--- src/rtl/aed_pkg.sv ---
`timescale 1ns / 1ps
// ---------------------------------------------------------------------------
// aed_pkg: shared constants and types
// Register indexes, fixed widths and constants of the envelope detector.
// ---------------------------------------------------------------------------
package aed_pkg;
    localparam int LEVEL_BITS   = 26;
    localparam int CFG_IDX_BITS = 2;
    localparam int CFG_DATA_BITS = 16;

    localparam logic [CFG_IDX_BITS-1:0] REG_DETECT_MODE  = 2'd0;
    localparam logic [CFG_IDX_BITS-1:0] REG_ATTACK_COEF  = 2'd1;
    localparam logic [CFG_IDX_BITS-1:0] REG_RELEASE_COEF = 2'd2;
    localparam logic [CFG_IDX_BITS-1:0] REG_DB_OUTPUT    = 2'd3;

    localparam logic [1:0] MODE_PEAK = 2'd0;
    localparam logic [1:0] MODE_MS   = 2'd1;
    localparam logic [1:0] MODE_RMS  = 2'd2;

    localparam logic [15:0] ATTACK_RESET  = 16'd59048;
    localparam logic [15:0] RELEASE_RESET = 16'd65081;
    localparam logic [14:0] DB_FLOOR_MAG  = 15'd24576;
    localparam logic [18:0] DB_PER_LOG2   = 19'd394566;
endpackage

--- src/rtl/aed_stream_if.sv ---
`timescale 1ns / 1ps
// ---------------------------------------------------------------------------
// aed_stream_if: valid/ready channel
// Carries one item of WIDTH bits between a source and a sink.
// ---------------------------------------------------------------------------
interface aed_stream_if #(
    parameter int WIDTH = 16
);
    logic             valid;
    logic             ready;
    logic [WIDTH-1:0] data;

    modport source (output valid, output data, input ready);
    modport sink   (input valid, input data, output ready);
endinterface

--- src/rtl/audio_envelope_detector.sv ---
`timescale 1ns / 1ps
// ---------------------------------------------------------------------------
// audio_envelope_detector: peak / MS / RMS envelope with attack and release
// Bit-serial envelope follower with optional square root and dB output.
// ---------------------------------------------------------------------------
// One sample at a time. A sample is taken when the sequencer is idle. Its level
// is registered at the output and held until taken, while the next sample is
// already being worked on. A level that is still waiting when the next one is
// done stalls the sequencer, and with it the input. A sample passes through
// squaring of the magnitude in MS/RMS modes, compare, smoothing multiply,
// update, a square root in RMS mode below 1.0, and in dB mode a search for
// the leading one and, for a nonzero level, bit-serial mantissa squaring,
// before the output register. The next sample is accepted in the cycle after
// the level is registered. All multiplies except the final constant scaling
// to decibels are shift-and-add over one bit per cycle. The signed level is
// Q1.ENV_FRAC_BITS linear, or Q8.8 dB floored at -96 dB.
// ---------------------------------------------------------------------------
module audio_envelope_detector
    import aed_pkg::*;
#(
    parameter int SAMPLE_BITS   = 16,
    parameter int ENV_FRAC_BITS = 24,
    parameter int COEF_BITS     = 16
) (
    input  logic                     i_clk,
    input  logic                     i_rst_n,
    input  logic                     i_cfg_we,
    input  logic [CFG_IDX_BITS-1:0]  i_cfg_idx,
    input  logic [CFG_DATA_BITS-1:0] i_cfg_data,
    aed_stream_if.sink               i_sample,
    aed_stream_if.source             o_level
);
    localparam int EW  = ENV_FRAC_BITS + 1;          // envelope incl. 1.0
    localparam int SQ  = 2 * SAMPLE_BITS;            // square width
    localparam int PW  = EW + COEF_BITS;             // product width
    localparam int RW  = 2 * ENV_FRAC_BITS + 2;      // sqrt radicand width
    localparam int MW  = 32;                          // log mantissa width
    localparam int CW  = 7;                           // generic counter width

    typedef enum logic [8:0] {
        S_IDLE = 9'b000000001,
        S_SQR  = 9'b000000010,
        S_CMP  = 9'b000000100,
        S_MUL  = 9'b000001000,
        S_UPD  = 9'b000010000,
        S_SQRT = 9'b000100000,
        S_NORM = 9'b001000000,
        S_LOG  = 9'b010000000,
        S_OUT  = 9'b100000000
    } t_state;

    t_state r_state, n_state;

    // configuration
    logic [1:0]           r_mode;
    logic [COEF_BITS-1:0] r_att, r_rel;
    logic                 r_db;

    // datapath
    logic [EW-1:0]          r_env;
    logic [SAMPLE_BITS-1:0] r_mag;
    logic [SQ-1:0]          r_acc;      // square accumulator
    logic [EW-1:0]          r_x;
    logic [EW-1:0]          r_d;
    logic                   r_attack;
    logic [COEF_BITS-1:0]   r_coef;
    logic [PW-1:0]          r_prod;
    logic [RW-1:0]          r_rad;
    logic [RW-1:0]          r_rem;
    logic [EW-1:0]          r_root;
    logic [EW-1:0]          r_rep;
    logic [6:0]             r_p;        // leading-one position search
    logic [MW-1:0]          r_m;
    logic [2*MW-1:0]        r_sq;       // mantissa square accumulator
    logic [MW-1:0]          r_sqm;
    logic [15:0]            r_frac;
    logic [4:0]             r_step;
    logic [CW-1:0]          r_cnt;
    logic [LEVEL_BITS-1:0]  r_level;
    logic                   r_ovalid;

    // configuration writes
    always_ff @(posedge i_clk) begin
        if (!i_rst_n) begin
            r_mode <= MODE_PEAK;
            r_att  <= COEF_BITS'(ATTACK_RESET);
            r_rel  <= COEF_BITS'(RELEASE_RESET);
            r_db   <= 1'b0;
        end else if (i_cfg_we) begin
            unique case (i_cfg_idx)
                REG_DETECT_MODE:  r_mode <= i_cfg_data[1:0];
                REG_ATTACK_COEF:  r_att  <= COEF_BITS'(i_cfg_data);
                REG_RELEASE_COEF: r_rel  <= COEF_BITS'(i_cfg_data);
                REG_DB_OUTPUT:    r_db   <= i_cfg_data[0];
                default: ;
            endcase
        end
    end

    logic w_sqmode;
    assign w_sqmode = (r_mode == MODE_MS) || (r_mode == MODE_RMS);

    // combinational helpers
    logic [SAMPLE_BITS-1:0] w_mag;
    logic [EW-1:0]          w_xpeak, w_xsq, w_xc;
    logic [PW-1:0]          w_t;
    logic [EW-1:0]          w_tn;
    logic [EW:0]            w_newenv;
    logic [RW-1:0]          w_trial;
    logic [2*MW-1:0]        w_sqn;
    logic [MW-1:0]          w_mn;

    // magnitude; the most negative sample reads as 2^(SAMPLE_BITS-1) unsigned
    always_comb begin
        w_mag = i_sample.data[SAMPLE_BITS-1] ? (~i_sample.data + 1'b1) : i_sample.data;
    end

    function automatic logic [EW-1:0] move_peak(input logic [SAMPLE_BITS:0] v);
        logic [EW+SAMPLE_BITS:0] t;
        t = (EW+SAMPLE_BITS+1)'(v) << ENV_FRAC_BITS;
        return EW'(t >> (SAMPLE_BITS - 1));
    endfunction

    function automatic logic [EW-1:0] move_sq(input logic [SQ:0] v);
        logic [SQ+EW:0] t;
        t = (SQ+EW+1)'(v) << ENV_FRAC_BITS;
        return EW'(t >> (2 * (SAMPLE_BITS - 1)));
    endfunction

    // magnitude and square widened by one bit
    logic [SAMPLE_BITS:0] w_magx;
    assign w_magx = (SAMPLE_BITS+1)'(r_mag);
    logic [SQ:0] w_sqx;
    assign w_sqx = (SQ+1)'(r_acc);
    assign w_xpeak = move_peak(w_magx);
    assign w_xsq   = move_sq(w_sqx);

    always_comb begin
        w_xc = w_sqmode ? w_xsq : w_xpeak;
        if (w_xc > (EW'(1) << ENV_FRAC_BITS)) w_xc = EW'(1) << ENV_FRAC_BITS;
    end

    assign w_t  = (r_prod + (PW'(1) << (COEF_BITS - 1))) >> COEF_BITS;
    assign w_tn = EW'(w_t);
    always_comb begin
        if (r_attack) w_newenv = (w_t > PW'(r_x)) ? '0 : {1'b0, r_x - w_tn};
        else          w_newenv = {1'b0, r_x} + (EW+1)'(w_tn);
        if (w_newenv > ((EW+1)'(1) << ENV_FRAC_BITS))
            w_newenv = (EW+1)'(1) << ENV_FRAC_BITS;
    end

    // digit-by-digit square root: one result bit per cycle
    assign w_trial = {r_rem[RW-3:0], r_rad[RW-1 -: 2]} - RW'({r_root, 2'b01});

    // mantissa squaring step: shift-and-add one multiplier bit per cycle
    assign w_sqn = r_sqm[0] ? r_sq + ({{MW{1'b0}}, r_m} << (MW - 1)) : r_sq;
    assign w_mn  = MW'(w_sqn[2*MW-1:30]);

    // dB conversion from frac and position
    logic [23:0]  w_negl;
    logic [47:0]  w_dbp;
    logic [47:0]  w_dbr;
    logic [14:0]  w_dbmag;
    logic [6:0]   w_pl;
    always_comb begin
        w_pl   = r_p;
        w_negl = {8'(7'(ENV_FRAC_BITS) - w_pl), 16'd0} - 24'(r_frac);
        w_dbp  = 48'(w_negl) * 48'(DB_PER_LOG2);
        w_dbr  = (w_dbp + 48'(1 << 23)) >> 24;
        w_dbmag = (w_dbr > 48'(DB_FLOOR_MAG)) ? DB_FLOOR_MAG : 15'(w_dbr);
    end

    assign i_sample.ready = (r_state == S_IDLE);
    assign o_level.valid  = r_ovalid;
    assign o_level.data   = r_level;

    // sequencer
    always_ff @(posedge i_clk) begin
        if (!i_rst_n) begin
            r_state  <= S_IDLE;
            r_env    <= '0;
            r_ovalid <= 1'b0;
            r_cnt    <= '0;
        end else begin
            // drop the level once taken, unless a new one is registered now
            if (o_level.valid && o_level.ready && r_state != S_OUT) r_ovalid <= 1'b0;
            unique case (r_state)
                S_IDLE: begin
                    if (i_sample.valid && i_sample.ready) begin
                        r_mag   <= w_mag;
                        r_acc   <= '0;
                        r_cnt   <= '0;
                        r_state <= w_sqmode ? S_SQR : S_CMP;
                    end
                end
                // square the magnitude, one multiplier bit per cycle
                S_SQR: begin
                    if (r_mag[r_cnt[$clog2(SAMPLE_BITS)-1:0]])
                        r_acc <= r_acc + (SQ'(r_mag) << r_cnt[$clog2(SAMPLE_BITS)-1:0]);
                    r_cnt <= r_cnt + 1'b1;
                    if (r_cnt == CW'(SAMPLE_BITS - 1)) r_state <= S_CMP;
                end
                S_CMP: begin
                    r_x      <= w_xc;
                    r_attack <= w_xc > r_env;
                    r_d      <= (w_xc > r_env) ? w_xc - r_env : r_env - w_xc;
                    r_coef   <= (w_xc > r_env) ? r_att : r_rel;
                    r_prod   <= '0;
                    r_cnt    <= '0;
                    r_state  <= S_MUL;
                end
                // coefficient times difference, one coefficient bit per cycle
                S_MUL: begin
                    if (r_coef[0]) r_prod <= r_prod + (PW'(r_d) << r_cnt[$clog2(COEF_BITS)-1:0]);
                    r_coef <= r_coef >> 1;
                    r_cnt  <= r_cnt + 1'b1;
                    if (r_cnt == CW'(COEF_BITS - 1)) r_state <= S_UPD;
                end
                S_UPD: begin
                    r_env  <= EW'(w_newenv);
                    r_rep  <= EW'(w_newenv);
                    r_rad  <= RW'(w_newenv) << ENV_FRAC_BITS;
                    r_rem  <= '0;
                    r_root <= '0;
                    r_cnt  <= '0;
                    if (r_mode == MODE_RMS && !w_newenv[ENV_FRAC_BITS])
                        r_state <= S_SQRT;
                    else if (r_db) begin
                        r_p <= 7'(ENV_FRAC_BITS); r_state <= S_NORM;
                    end else r_state <= S_OUT;
                end
                S_SQRT: begin
                    r_rad <= r_rad << 2;
                    if (!w_trial[RW-1]) begin
                        r_rem  <= w_trial;
                        r_root <= {r_root[EW-2:0], 1'b1};
                    end else begin
                        r_rem  <= {r_rem[RW-3:0], r_rad[RW-1 -: 2]};
                        r_root <= {r_root[EW-2:0], 1'b0};
                    end
                    r_cnt <= r_cnt + 1'b1;
                    if (r_cnt == CW'(RW / 2 - 1)) begin
                        r_rep <= (!w_trial[RW-1]) ? {r_root[EW-2:0], 1'b1}
                                                 : {r_root[EW-2:0], 1'b0};
                        if (r_db) begin
                            r_p <= 7'(ENV_FRAC_BITS); r_state <= S_NORM;
                        end else r_state <= S_OUT;
                    end
                end
                // find the leading one, one position per cycle
                S_NORM: begin
                    if (r_rep == '0) begin
                        r_state <= S_OUT;
                    end else if (r_rep[r_p[$clog2(EW)-1:0]] || r_p == '0) begin
                        r_m     <= (r_p > 7'd30) ? MW'(r_rep >> (r_p - 7'd30))
                                                : MW'(64'(r_rep) << (7'd30 - r_p));
                        r_frac  <= '0;
                        r_step  <= '0;
                        r_sq    <= '0;
                        r_cnt   <= '0;
                        r_state <= S_LOG;
                        r_sqm   <= (r_p > 7'd30) ? MW'(r_rep >> (r_p - 7'd30))
                                                : MW'(64'(r_rep) << (7'd30 - r_p));
                    end else r_p <= r_p - 1'b1;
                end
                // square the mantissa bit-serially for each fraction bit
                S_LOG: begin
                    if (r_cnt == CW'(MW - 1)) begin
                        r_cnt  <= '0;
                        r_sq   <= '0;
                        r_frac <= {r_frac[14:0], w_mn[31]};
                        r_m    <= w_mn[31] ? (w_mn >> 1) : w_mn;
                        r_sqm  <= w_mn[31] ? (w_mn >> 1) : w_mn;
                        r_step <= r_step + 1'b1;
                        if (r_step == 5'd15) r_state <= S_OUT;
                    end else begin
                        r_sq  <= w_sqn >> 1;
                        r_sqm <= r_sqm >> 1;
                        r_cnt <= r_cnt + 1'b1;
                    end
                end
                // hold until the output register is free
                S_OUT: begin
                    if (!r_ovalid || (o_level.valid && o_level.ready)) begin
                        if (!r_db)
                            r_level <= LEVEL_BITS'(r_rep);
                        else if (r_rep == '0)
                            r_level <= -LEVEL_BITS'(DB_FLOOR_MAG);
                        else
                            r_level <= (r_p >= 7'(ENV_FRAC_BITS)) ? '0
                                       : -LEVEL_BITS'(w_dbmag);
                        r_ovalid <= 1'b1;
                        r_state  <= S_IDLE;
                    end
                end
                default: r_state <= S_IDLE;
            endcase
        end
    end

    // checks
    a_ready_idle: assert property (@(posedge i_clk) disable iff (!i_rst_n)
        i_sample.ready |-> r_state == S_IDLE) else $error("ready outside idle");
    a_env_max: assert property (@(posedge i_clk) disable iff (!i_rst_n)
        r_env <= (EW'(1) << ENV_FRAC_BITS)) else $error("envelope above one");
    a_accept_start: assert property (@(posedge i_clk) disable iff (!i_rst_n)
        (i_sample.valid && i_sample.ready) |=> r_state != S_IDLE)
        else $error("item dropped");
endmodule

--- src/flat_wrapper.sv ---
// flat-port wrapper written by rule: the top's interface ports become plain ports
module audio_envelope_detector_flat import aed_pkg::*;
#(
    parameter int SAMPLE_BITS   = 16,
    parameter int ENV_FRAC_BITS = 24,
    parameter int COEF_BITS     = 16
)
  (i_clk, i_rst_n, i_cfg_we, i_cfg_idx, i_cfg_data, i_sample_valid, i_sample_data, i_sample_ready, o_level_valid, o_level_data, o_level_ready);
  aed_stream_if #(.WIDTH(16)) i_sample_i ();
  aed_stream_if #(.WIDTH(LEVEL_BITS)) o_level_i ();
  input  logic i_clk;
  input  logic i_rst_n;
  input  logic i_cfg_we;
  input  logic [CFG_IDX_BITS-1:0] i_cfg_idx;
  input  logic [CFG_DATA_BITS-1:0] i_cfg_data;
  input wire logic [$bits(i_sample_i.valid)-1:0] i_sample_valid;
  input wire logic [$bits(i_sample_i.data)-1:0] i_sample_data;
  output wire logic [$bits(i_sample_i.ready)-1:0] i_sample_ready;
  output wire logic [$bits(o_level_i.valid)-1:0] o_level_valid;
  output wire logic [$bits(o_level_i.data)-1:0] o_level_data;
  input wire logic [$bits(o_level_i.ready)-1:0] o_level_ready;
  assign i_sample_i.valid = i_sample_valid;
  assign i_sample_i.data = i_sample_data;
  assign i_sample_ready = i_sample_i.ready;
  assign o_level_valid = o_level_i.valid;
  assign o_level_data = o_level_i.data;
  assign o_level_i.ready = o_level_ready;
  audio_envelope_detector #(.SAMPLE_BITS(SAMPLE_BITS), .ENV_FRAC_BITS(ENV_FRAC_BITS), .COEF_BITS(COEF_BITS)) u_core (.i_clk(i_clk), .i_rst_n(i_rst_n), .i_cfg_we(i_cfg_we), .i_cfg_idx(i_cfg_idx), .i_cfg_data(i_cfg_data), .i_sample(i_sample_i), .o_level(o_level_i));
endmodule
--- config.mk ---
export PLATFORM = sky130hd
export DESIGN_NAME = audio_envelope_detector_flat
export DESIGN_NICKNAME = d
export VERILOG_FILES = /design/src/rtl/aed_pkg.sv /design/src/rtl/aed_stream_if.sv /design/src/rtl/audio_envelope_detector.sv /design/src/flat_wrapper.sv
export SDC_FILE = /design/constraint.sdc
export NUM_CORES = 2
export LEC_CHECK = 0
export BUFFER_PORTS_ARGS = -buffer_cell sky130_fd_sc_hd__buf_2
export CORE_MARGIN = 2
export CORE_UTILIZATION = 65
export CTS_BUF_LIST = sky130_fd_sc_hd__clkbuf_4 sky130_fd_sc_hd__clkbuf_8
export DETAILED_ROUTE_END_ITERATION = 12
export PLACE_DENSITY = 0.82
export SLEW_MARGIN = 30
export SYNTH_ARGS = -nofsm -noshare
export SYNTH_HDL_FRONTEND = slang
export SYNTH_SLANG_ARGS = --single-unit
--- constraint.sdc ---
create_clock -name i_clk -period 29.5 [get_ports i_clk]
set_input_delay 5.9 -clock i_clk [delete_from_list [all_inputs] [get_ports i_clk]]
set_output_delay 5.9 -clock i_clk [all_outputs]
set_load 0.1 [all_outputs]
==> impl_metrics.py <==
metrics = {
    "run_status": {
        "outcome": "complete, no violations",
    },
    "critical_path": {
        "slowest_delay_ns": 0.56,
        "worstPathRequired_ns": 29.97,
        "crit_start": "u_core.r_p[1]",
        "cp_max_fo": 49,
        "crit_path_end_kind": "register",
        "path_class": "reg2reg",
        "crit_arrival_ns": 12.08,
        "ff2ff_path_depth": 40,
        "crit_slowest_cell": "o41a_4",
        "r2r_start": "u_core.r_p[1]",
        "cp-start-kind": "register",
    },
    "place": {
        "gp_congestion": 1.02,
        "portBuffers": 66,
        "hpwl_mm": 94.7,
        "dp.cells": 5993,
    },
    "clock_tree": {
        "insertion_delay_ns": 0.75,
        "clk_path_buf_depth": 3,
        "cts_buffers": 87,
        "clkTransAtPathRegs_ns": 0.06,
        "ctsHoldBuffers": 0,
        "htree_levels": 3,
        "cts_resized": 0,
        "cts_tree": "yes",
        "cts_root_buf": "clkbuf_8",
        "postCtsSetupBuffers": 0,
        "clock-sinks": 507,
    },
    "finish": {
        "drive_above_1_share_pct": 8.71,
        "area_growth_pct": 6.70,
        "post-route-util_pct": 69.8,
        "fillers": 5476,
        "final_nets": 5702,
        "fin_cells": 6158,
        "multiInputGateArea_um2": 29100,
        "register_area_um2": 14500,
    },
    "global_routing": {
        "antenna_found_initial": 3,
        "busiest_layer": "met2",
        "grtUsageMet3_pct": 5.07,
        "grt_max_degree": 84,
        "globalRouteMet1Util_pct": 43.6,
        "track_usage_pct": 33.4,
        "grt_pass1_vias": 37200,
        "overflow": 0,
        "grt_pass1_wl_mm": 196,
        "grt_use_met2_pct": 55.8,
    },
    "sta": {
        "fmax_ghz": 0.0861,
        "finalSetupTns_ns": 0,
        "holdWs_ns": 0.455,
        "maxSlewHeadroom_pct": 24.9,
        "finClkSkew_ns": 0.0587,
        "final_hold_viol_count": 0,
        "finalCritPeriodShare_pct": 39.4,
        "drv_slew": 0,
        "rsz0062_at_grt": "no",
        "worstMarginPinSlew_ns": 1.12,
        "min_period_ns": 11.61,
        "setup_viol": 0,
    },
    "die": {
        "die_y_um": 269,
        "rows": 97,
        "core_um2": 69900,
        "die_area_um2": 72500,
        "die_x_um": 269,
        "start_util_pct": 65.5,
        "num_io_pins": 67,
    },
    "yosys": {
        "synthFlopType": "edfxtp_1",
        "synth_edf_count": 430,
        "synth_seq_cells": 507,
        "synth_top_cell_by_area": "edfxtp_1",
        "syn_area_per_cell_um2": 8.86,
        "synth.area.top_cells": "edfxtp_1 (28%), ha_1 (12%), nor2_1 (4.6%)",
        "ys_warn_count": 0,
        "synthCells": 5166,
        "synthArstFlopShare_pct": 0,
        "yosysTopAreaCellShare_pct": 28.2,
        "syn_nets": 5726,
        "synth_area_um2": 45800,
        "seq_area_frac_synth_pct": 31.6,
        "synthDistinctLibCells": 114,
    },
    "detailed_routing": {
        "vias": 39000,
        "drtAntennaViolNets": 0,
        "route.detailed.drc": 0,
        "drtIter0Drc": 3962,
        "drtPass1Iterations": 9,
        "vias_per_cell": 6.33,
        "wire_per_inst_um": 20.2,
        "wl_mm": 124,
    },
    "worst_hold_path": {
        "hold_path_depth": 2,
        "min_from": "u_core.r_att[1]",
        "hold_class": "reg2reg",
    },
    "power_and_ir_drop": {
        "peakVddDrop_v": 0.0000395,
        "p_leak_nw": 20.8,
        "power_density_nw_per_um2": 37.5,
    },
    "run": {
        "cap_violations": 0,
    },
}
==> flip-flops by register name, summed over array words and instances (netlist names), 26 cells and up <==
register and count:
u_core.r_rem 48, u_core.r_prod 41, u_core.r_sq 33, u_core.r_m 32, u_core.r_sqm 32, u_core.r_acc 31, u_core.o_level.data 26, u_core.r_rad 26
==> layer usage <==
metal,vias up,wire [um],share of wire (%)
li1,18500,-,-
met1,18600,51400,41
met2,1601,58600,47
met3,313,9380,7.5
met4,2,4930,4.0
met5,-,10,0.0080
==> cells in the mapped netlist (13+ instances only) <==
cell type,instances
a211oi_1,66
a21boi_0,15
a21o_1,102
a21oi_1,368
a221oi_1,14
a31oi_1,54
and2_1,56
and3_1,36
buf_1,24
clkbuf_1,194
dfxtp_1,77
edfxtp_1,430
fa_1,92
ha_1,429
inv_1,396
mux2_2,52
mux2i_1,188
mux4_2,37
nand2_1,506
nand2b_1,53
nand3_1,105
nand3b_1,13
nand4_1,31
nor2_1,558
nor2b_1,67
nor3_1,116
nor3b_1,22
nor4_1,31
o211ai_1,27
o21a_1,46
o21ai_0,278
o21bai_1,36
o221ai_1,14
o22ai_1,34
o31ai_1,19
or2_2,22
or3_1,48
xnor2_1,175
xor2_1,124
==> layout by cell type (no fill, tap or decap), drive strengths merged, types with 36 or more instances in the layout <==
cell type	instances
or3	49
a21oi	370
xor2	124
mux2	52
nor3	118
and3	36
nand2b	53
dfxtp	77
nor2	558
buf	113
o21ai	290
edfxtp	430
mux4	37
a31oi	55
a211oi	69
inv	403
xnor2	175
ha	429
nor2b	67
fa	92
and2	60
mux2i	188
nand3	105
o21bai	36
nand2	507
o21a	46
a21o	105
clkbuf	123
==> critical path, delay by kind of cell, from the launching register on <==
kind | cells | cell delay, ns
fa+ha+maj | 9 | 3.45
flops | 1 | 0.32
simple gates | 9 | 2.59
buf+inv | 8 | 1.40
xor+xnor | 3 | 0.89
compound gates | 11 | 2.71
==> through the flow <==
stage	worst slack [ns]	cell area [um^2]	total power, W
6_report	17.89	48800	0.00183
5_1_grt	17.12	48800	0.00190
4_1_cts	18.03	48800	0.00183
3_5_place_dp	18.03	46900	0.00113
3_3_place_gp	18.28	46900	0.00113
2_1_floorplan	16.35	45800	0.00105
==> cell families (layout without fill, tap and decap cells) <==
family,after synthesis,in the layout,share of synthesized area [%]
AND/OR/NAND/NOR,1717,1717,17.5
AO/OA/AOI/OAI,1219,1219,17.1
buffers and inverters,626,675,5.19
adder cells (fa/ha/maj),521,521,15.8
flip-flops,507,507,31.6
XOR/XNOR,299,299,5.72
multiplexers,277,277,7.21
other,0,3,0
==> report_power, final <==
group | switching (W) | internal, W | leakage (nW)
Combinational | 0.000197 | 0.000115 | 15.1
Clock | 0.000325 | 0.000377 | 1.00
Sequential | 0.0000175 | 0.000799 | 4.68
==> final cells by class <==
class                      instances  share of cell area (%)
tap                              940                    2.41
clock inverter                    39                   0.677
sequential                       507                    29.6
timing repair buffer             113                    1.40
inverter                         400                    3.08
antenna                            3                  0.0154
clock buffer                     123                    3.21
multi-input combinational       4033                    59.6
==> path summary, 6_finish.rpt <==
kind,to,slack [ns]
setup / recovery,u_core.o_level.data[18],17.89
hold / removal,u_core.r_att[1],0.45
setup reg to reg,u_core.o_level.data[18],17.89
hold reg to reg,u_core.r_att[1],0.45
Note: power is estimated with default switching activity, not from simulation.
